## config.mk

```make
export PLATFORM = sky130hd
export DESIGN_NAME = pru_seq
export DESIGN_NICKNAME = d
export VERILOG_FILES = /design/src/pru_pkg.sv /design/src/pru_seq.sv
export SDC_FILE = /design/constraint.sdc
export NUM_CORES = 1
export LEC_CHECK = 0
export CORE_MARGIN = 4
export CORE_UTILIZATION = 59
export CTS_CLUSTER_SIZE = 10
export DETAILED_ROUTE_END_ITERATION = 12
export DONT_BUFFER_PORTS = 1
export GPL_TIMING_DRIVEN = 0
export PLACE_DENSITY = 0.76
export SLEW_MARGIN = 20
export SYNTH_ARGS = -nofsm -noshare
export SYNTH_HDL_FRONTEND = slang
export SYNTH_SLANG_ARGS = --single-unit
```

## constraint.sdc

```tcl
create_clock -name clock -period 9.1 [get_ports clock]
set_input_delay 0.91 -clock clock [delete_from_list [all_inputs] [get_ports clock]]
set_output_delay 0.91 -clock clock [all_outputs]
set_load 0.03 [all_outputs]
```

## src/pru_pkg.sv

```systemverilog
// Shared constants, codes and types of the pixel replication upscaler.
`timescale 1ns / 1ps

package pru_pkg;

   // Default sizing of the line store and the replication limit
   localparam int DEF_MAX_WIDTH = 1024;
   localparam int DEF_MAX_SCALE = 100;

   // Field widths fixed by the interface
   localparam int CHAN_W  = 8;
   localparam int PIXEL_W = 3 * CHAN_W;
   localparam int SCALE_W = 7;
   localparam int WIDTH_W = 11;
   localparam int KIND_W  = 2;
   localparam int PAD_W   = 2;
   localparam int CSR_IDX_W  = 1;
   localparam int CSR_DATA_W = WIDTH_W;

   // Operation codes of an input word
   localparam logic OP_LOAD = 1'b0;
   localparam logic OP_PULL = 1'b1;

   // Result kinds
   localparam logic [KIND_W-1:0] KIND_NONE   = 2'd0;
   localparam logic [KIND_W-1:0] KIND_PIXEL  = 2'd1;
   localparam logic [KIND_W-1:0] KIND_REJECT = 2'd2;

   // Register indexes
   localparam logic [CSR_IDX_W-1:0] CSR_SCALE_FACTOR = 1'b0;
   localparam logic [CSR_IDX_W-1:0] CSR_SOURCE_WIDTH = 1'b1;

   // Register reset values
   localparam logic [SCALE_W-1:0] SCALE_RESET = 7'd1;
   localparam logic [WIDTH_W-1:0] WIDTH_RESET = 11'd1;

   // Control part of one result word
   typedef struct packed {
      logic [KIND_W-1:0] kind;
      logic              line_end;
      logic [PAD_W-1:0]  pad_bytes;
      logic              group_end;
   } rsp_ctl_type;

endpackage

```

## src/pru_seq.sv

```systemverilog
// Load and drain sequencer: column, copy and repeat counters, store requests.
`timescale 1ns / 1ps

module pru_seq
   import pru_pkg::*;
#(
   parameter int MAX_WIDTH = DEF_MAX_WIDTH,
   parameter int MAX_SCALE = DEF_MAX_SCALE,
   parameter int AW        = (MAX_WIDTH > 1) ? $clog2(MAX_WIDTH) : 1
) (
   input  logic               clock,
   input  logic               reset,
   input  logic               accept,
   input  logic               op,
   input  logic [PIXEL_W-1:0] pixel,
   input  logic [SCALE_W-1:0] scale_factor,
   input  logic [WIDTH_W-1:0] source_width,
   output logic               wr_en,
   output logic [AW-1:0]      wr_addr,
   output logic [PIXEL_W-1:0] wr_data,
   output logic               rd_en,
   output logic [AW-1:0]      rd_addr,
   output rsp_ctl_type        ctl
);

   localparam int CW  = (MAX_SCALE > 1) ? $clog2(MAX_SCALE) : 1;
   localparam int WW  = $clog2(MAX_WIDTH + 1);
   localparam int SEW = $clog2(MAX_SCALE + 1);

   logic          draining_ff, draining_in;
   logic [AW-1:0] load_col_ff, load_col_in;
   logic [AW-1:0] drain_col_ff, drain_col_in;
   logic [CW-1:0] copy_ff, copy_in;
   logic [CW-1:0] repeat_ff, repeat_in;

   logic [WW-1:0]  weff;
   logic [SEW-1:0] seff;
   logic [AW-1:0]  wm1;
   logic [CW-1:0]  sm1;
   logic [PAD_W-1:0] pad;

   // Clamp the registers to their usable ranges
   always_comb begin
      if (source_width == '0) begin
         weff = WW'(1);
      end else if (32'(source_width) > MAX_WIDTH) begin
         weff = WW'(MAX_WIDTH);
      end else begin
         weff = WW'(source_width);
      end
      if (scale_factor == '0) begin
         seff = SEW'(1);
      end else if (32'(scale_factor) > MAX_SCALE) begin
         seff = SEW'(MAX_SCALE);
      end else begin
         seff = SEW'(scale_factor);
      end
   end

   assign wm1 = AW'(weff - WW'(1));
   assign sm1 = CW'(seff - SEW'(1));
   assign pad = PAD_W'(PAD_W'(weff) * PAD_W'(seff));

   assign wr_addr = load_col_ff;
   assign wr_data = pixel;
   assign rd_addr = drain_col_ff;

   always_comb begin
      draining_in  = draining_ff;
      load_col_in  = load_col_ff;
      drain_col_in = drain_col_ff;
      copy_in      = copy_ff;
      repeat_in    = repeat_ff;
      wr_en        = 1'b0;
      rd_en        = 1'b0;
      ctl          = '{kind: KIND_NONE, line_end: 1'b0, pad_bytes: '0, group_end: 1'b0};
      if (accept) begin
         if (op == OP_LOAD) begin
            if (draining_ff) begin
               ctl.kind = KIND_REJECT;
            end else begin
               wr_en = 1'b1;
               if (load_col_ff >= wm1) begin
                  draining_in  = 1'b1;
                  drain_col_in = '0;
                  copy_in      = '0;
                  repeat_in    = '0;
               end else begin
                  load_col_in = load_col_ff + AW'(1);
               end
            end
         end else if (draining_ff) begin
            rd_en    = 1'b1;
            ctl.kind = KIND_PIXEL;
            if (copy_ff >= sm1) begin
               copy_in = '0;
               if (drain_col_ff >= wm1) begin
                  ctl.line_end  = 1'b1;
                  ctl.pad_bytes = pad;
                  drain_col_in  = '0;
                  if (repeat_ff >= sm1) begin
                     ctl.group_end = 1'b1;
                     repeat_in     = '0;
                     draining_in   = 1'b0;
                     load_col_in   = '0;
                  end else begin
                     repeat_in = repeat_ff + CW'(1);
                  end
               end else begin
                  drain_col_in = drain_col_ff + AW'(1);
               end
            end else begin
               copy_in = copy_ff + CW'(1);
            end
         end
      end
   end

   always_ff @(posedge clock) begin
      if (reset) begin
         draining_ff  <= 1'b0;
         load_col_ff  <= '0;
         drain_col_ff <= '0;
         copy_ff      <= '0;
         repeat_ff    <= '0;
      end else begin
         draining_ff  <= draining_in;
         load_col_ff  <= load_col_in;
         drain_col_ff <= drain_col_in;
         copy_ff      <= copy_in;
         repeat_ff    <= repeat_in;
      end
   end

   // The store is never written while a row drains
   a_no_write_draining: assert property (@(posedge clock) disable iff (reset)
      wr_en |-> !draining_ff)
      else $error("line store written while draining");

   // The end of a group releases the store for the next row
   a_group_end_release: assert property (@(posedge clock) disable iff (reset)
      (accept && ctl.group_end) |=> (!draining_ff && load_col_ff == '0))
      else $error("group end did not release the line store");

   // Drain counters move only on an accepted word
   a_drain_hold: assert property (@(posedge clock) disable iff (reset)
      (draining_ff && !accept) |=> ($stable(drain_col_ff) && $stable(copy_ff)
                                    && $stable(repeat_ff)))
      else $error("drain counters moved without a word");

endmodule

```

# Yosys cells after proc, flatten, opt, wreduce, memory -nomap -nowiden
# Cells that the tools add are included.
# word_totals
ff_bits,35
inputBits,46
output_inout_bits,52
wordCells,79
# op_classes
addsub,6
mul,1
magnitude_cmp,6
n_eq_ne,6
mux,48
n_reduce_logical,7
# ops
op,n
2-to-1 mux 10 bit,15
2-to-1 mux 7 bit,12
adder 10 x 1 -> 10 bit (second input constant),2
greater-or-equal comparator 10 bit,2
adder 7 x 1 -> 7 bit (second input constant),2
greater-or-equal comparator 7 bit,2
2-to-1 mux 1 bit,14
2-to-1 mux 4 bit,3
greater-than comparator 11 bit (second input constant),1
logical NOT 11 bit,1
subtractor 10 x 1 -> 10 bit (second input constant),1
inequality test 2 x 1 -> 1 bit (second input constant),4
greater-than comparator 7 bit (second input constant),1
logical NOT 7 bit,1
AND reduction 7 bit,1
subtractor 7 x 1 -> 7 bit (second input constant),1
2-to-1 mux 6 bit,1
AND reduction 6 bit,1
2-to-1 mux 5 bit,1
AND reduction 5 bit,1
2-to-1 mux 2 bit,2
inequality test 2 bit (second input constant),2
AND reduction 4 bit,1
multiplier 2 x 2 -> 2 bit,1
nonzero test 2 bit,1

# Longest topological paths before layout
# depth
word_depth,11
depth_mapped,22
ltp_nobuf,19

# Worst setup path after synthesis
# Ideal clock, no wire load.
# synth_path
path_type,input -> output
from,input source_width[4]
to,output ctl[1] (netlist name)
t_arrival_ps,4572
required_ps,8190
setup_slack_ps,3618
stages,19
cell_sequence,nor4_2 > nand2_1 > or3_4 > or2_2 > nand2b_1 > nand2_1 > ha_1 > clkbuf_1 > a211o_1 > a22oi_1 > ha_1 > o21ai_0 > o21ai_0 > a31oi_1 > nand2_1 > o211ai_1 > nand2_1 > nand4_1 > nor3_1
# synth_lines
element,line,source
"start, declared",pru_seq.sv:17,"input logic [WIDTH_W-1:0] source_width,"
"end, declared",pru_seq.sv:23,output rsp_ctl_type ctl

==> metrics.md <==
| Metric | Value |
|---|---|
| Status | completed |
| Cts repair resizes | 0 |
| Slew Limit Headroom | 0.3404 |
| Antenna fix cells | 0 |
| Filler cells | 436 |
| Die width | 81.47 um |
| Overflow after GRT | 0 |
| Tot GR Track Use | 0.2324 |
| Drt drc | 0 |
| Number of port buffers | 0 |
| Initial antenna violation count | 0 |
| Syn Area/Cell | 7.843 sq um |
| Via density | 6.224 |
| Fin Clk Skew | 0.01151 ns |
| Top post-synthesis cells by count | 38 x ha_1, 36 x nand2_1, 35 x dfxtp_1 |
| Overall power | between 0.3 and 0.4 mW |
| Total number of vias | between 3k and 4k |
| Cells after synthesis | 406 |
| Pleak | approximately 1.3 nW |
| Post-DRT Antenna Nets | 0 |
| Max-Cap Viols | 0 |
| CTS H-tree lvls | 2 |
| Top cell type by total area after synthesis | dfxtp_1 |
| Period minus WS final | 6.150 ns |
| Register area share after synthesis | 0.2200 |
| Clock-pin slew on the worst setup and hold paths | about 0.06 ns |
| Nets | 497 |
| Core Region | 5172 sq um |
| Die ar. | 6637 sq um |
| WS Path Type | in -> out |
| Postcts setup bufs | 0 |
| Final wirelength | 7501 um |
| CTS Hold Buffers Added | 0 |
| Total negative slack | 0 ns |
| Global-route wire length before repair | 12360 um |
| Final period util | 0.6758 |
| Per-cell routed wire length | 15.53 um |
| Vias in the first global route | roughly 2.7k |
| Worst Max-Slew Pin Slew | 0.9819 ns |
| Fmax achieved | 162.6 MHz |
| Chip height | 81.47 um |
| Synth-to-layout area growth | 5.501% |
| Pins over their slew limit | 0 |
| First-pass iteration count of the detailed router | 4 |
| Detailed Place HPWL | 5941 um |
| Yosys top cell area share | 0.2200 |
| Largest net degree at the start of global routing | 11 |
| Ys flop type | dfxtp_1 |
| Io pins | 98 |
| Max FO, Critical Path | 8 |
| Flip-flop and latch count after synthesis | 35 |
| CTS Buf Count | 5 |
| Worst Setup Start Kind | input port |
| RSZ-0062 raised after global routing | no |
| Distinct cells, synth | 57 |
| GP Congestion | 0.8719 |
| Critical Path AT | 5.24 ns |
| # rows | 26 |
| Crit path required time | 8.19 ns |
| EDFF count, synth | 0 |
| Setup-failing EPs final | 0 |
| CTS tree | done |
| Cell with the most instances after synthesis | ha_1 |
| Root buf cell | clkbuf_8 |
| Clock Sinks | 35 |
| Synthesized cell area | 3184 sq um |
| Main area contributors after synthesis | dfxtp_1 22%, ha_1 15%, buf_4 5.9% |
| Yosys synthesis warning count | 0 |
| Clock Latency Late Sink | 0.29 ns |
| Maximum VDD drop | slightly below 0.06 mV |
| Pwr dens | roughly 100 nW/um^2 |
| Worst min path class | reg -> reg |
| Crit end category | primary output |
| Final Hold Vio Count | 0 |
| Post-Syn Nets | 490 |
| CTS Buffer Depth | 2 |
| Async S/R FF share, synth | 0 |
| Layout cells sized above 1 | 0.1186 |
| Initial core utilization | 0.6156 |
| Initial DRC count | 157 |
## worst paths after layout
path                              from                         to  slack [ns]  cells after the start
max                    source_width[2]                     ctl[1]        2.95                     19
min          repeat_ff[6]$_SDFFE_PP0P_  repeat_ff[6]$_SDFFE_PP0P_        0.50                      2
max reg2reg    rd_addr[0]$_SDFFE_PP0P_    wr_addr[3]$_SDFFE_PP0P_        5.42                     13
min reg2reg  repeat_ff[6]$_SDFFE_PP0P_  repeat_ff[6]$_SDFFE_PP0P_        0.50                      2
## flip-flops by register name (all words and copies together) (netlist names)
signal / flops
repeat_ff: 7
draining_ff: 1
wr_addr: 10
copy_ff: 7
rd_addr: 10
## cell type report
cell class,instances,area [sq um],share of cell area
multi-input combinational,323,2203,0.6559
sequential,35,700.7,0.2086
buffer,36,235.2,0.07002
tap,70,87.58,0.02607
clock buffer,6,82.58,0.02458
inverter,12,45.04,0.01341
clock inverter,1,5.005,0.001490
## layer usage
| layer | track usage | vias up | wire length (um) | part of all wire |
|---|---|---|---|---|
| met5 | 0 | - | 0 | 0 |
| li1 | - | 1495 | - | - |
| met1 | 0.2982 | 1396 | 3299 | 0.44 |
| met2 | 0.3974 | 107 | 3484 | 0.46 |
| met4 | 0.06419 | 0 | 83 | 0.011 |
| met3 | 0.04276 | 8 | 634 | 0.085 |
## power breakdown
part           internal [mW]  switching (mW)  total (mW)  leakage, nW
Clock                 0.0594          0.0557       0.115       0.0470
Sequential             0.154         0.00370       0.158        0.282
Combinational         0.0286          0.0469      0.0755         1.02
Total                  0.242           0.106       0.348         1.35
## placed cells by master, fill, tap and decap left out, types with 13 or more instances in the layout
cell | synthesis | layout
nand3_1 | 18 | 18
nand2b_1 | 13 | 13
ha_1 | 38 | 38
nor3_1 | 16 | 16
xnor2_1 | 13 | 13
dfxtp_1 | 35 | 35
buf_4 | 25 | 25
a21oi_1 | 22 | 22
nand2_1 | 36 | 36
nor2_1 | 34 | 34
## cells by family after synthesis
kind of cell,share of synthesized area
buf+inv,0.08801
fa+ha+maj,0.1525
compound gates,0.2177
simple gates,0.2747
xor+xnor,0.04401
flops,0.2200
mux,0.003144
## critical path, stage by stage
cell	delay [ns]
nor3_1	0.27
nand2_1	0.15
or3_4	0.37
or2_2	0.32
nand2b_1	0.09
nand2_1	0.18
ha_1	0.24
clkbuf_1	0.18
a211o_1	0.30
a22oi_1	0.27
ha_1	0.16
o21ai_0	0.07
o21ai_0	0.23
a31oi_1	0.15
nand2_1	0.10
o211ai_1	0.11
nand2_1	0.11
nand4_1	0.21
nor3_1	0.82
## metrics by stage
stage	area, sq um	setup WS [ns]	instances	util	hold slack, ns
2_1_floorplan	3184	3.618	406	-	0.4504
3_3_place_gp	3272	3.020	476	0.6326	0.4735
3_5_place_dp	3272	2.979	476	0.6326	0.4819
4_1_cts	3359	2.968	483	0.6495	0.4940
5_1_grt	3359	2.585	483	0.6495	0.5168
6_report	3359	2.950	483	0.6495	0.4972
Note: power is estimated with default switching activity, not from simulation.
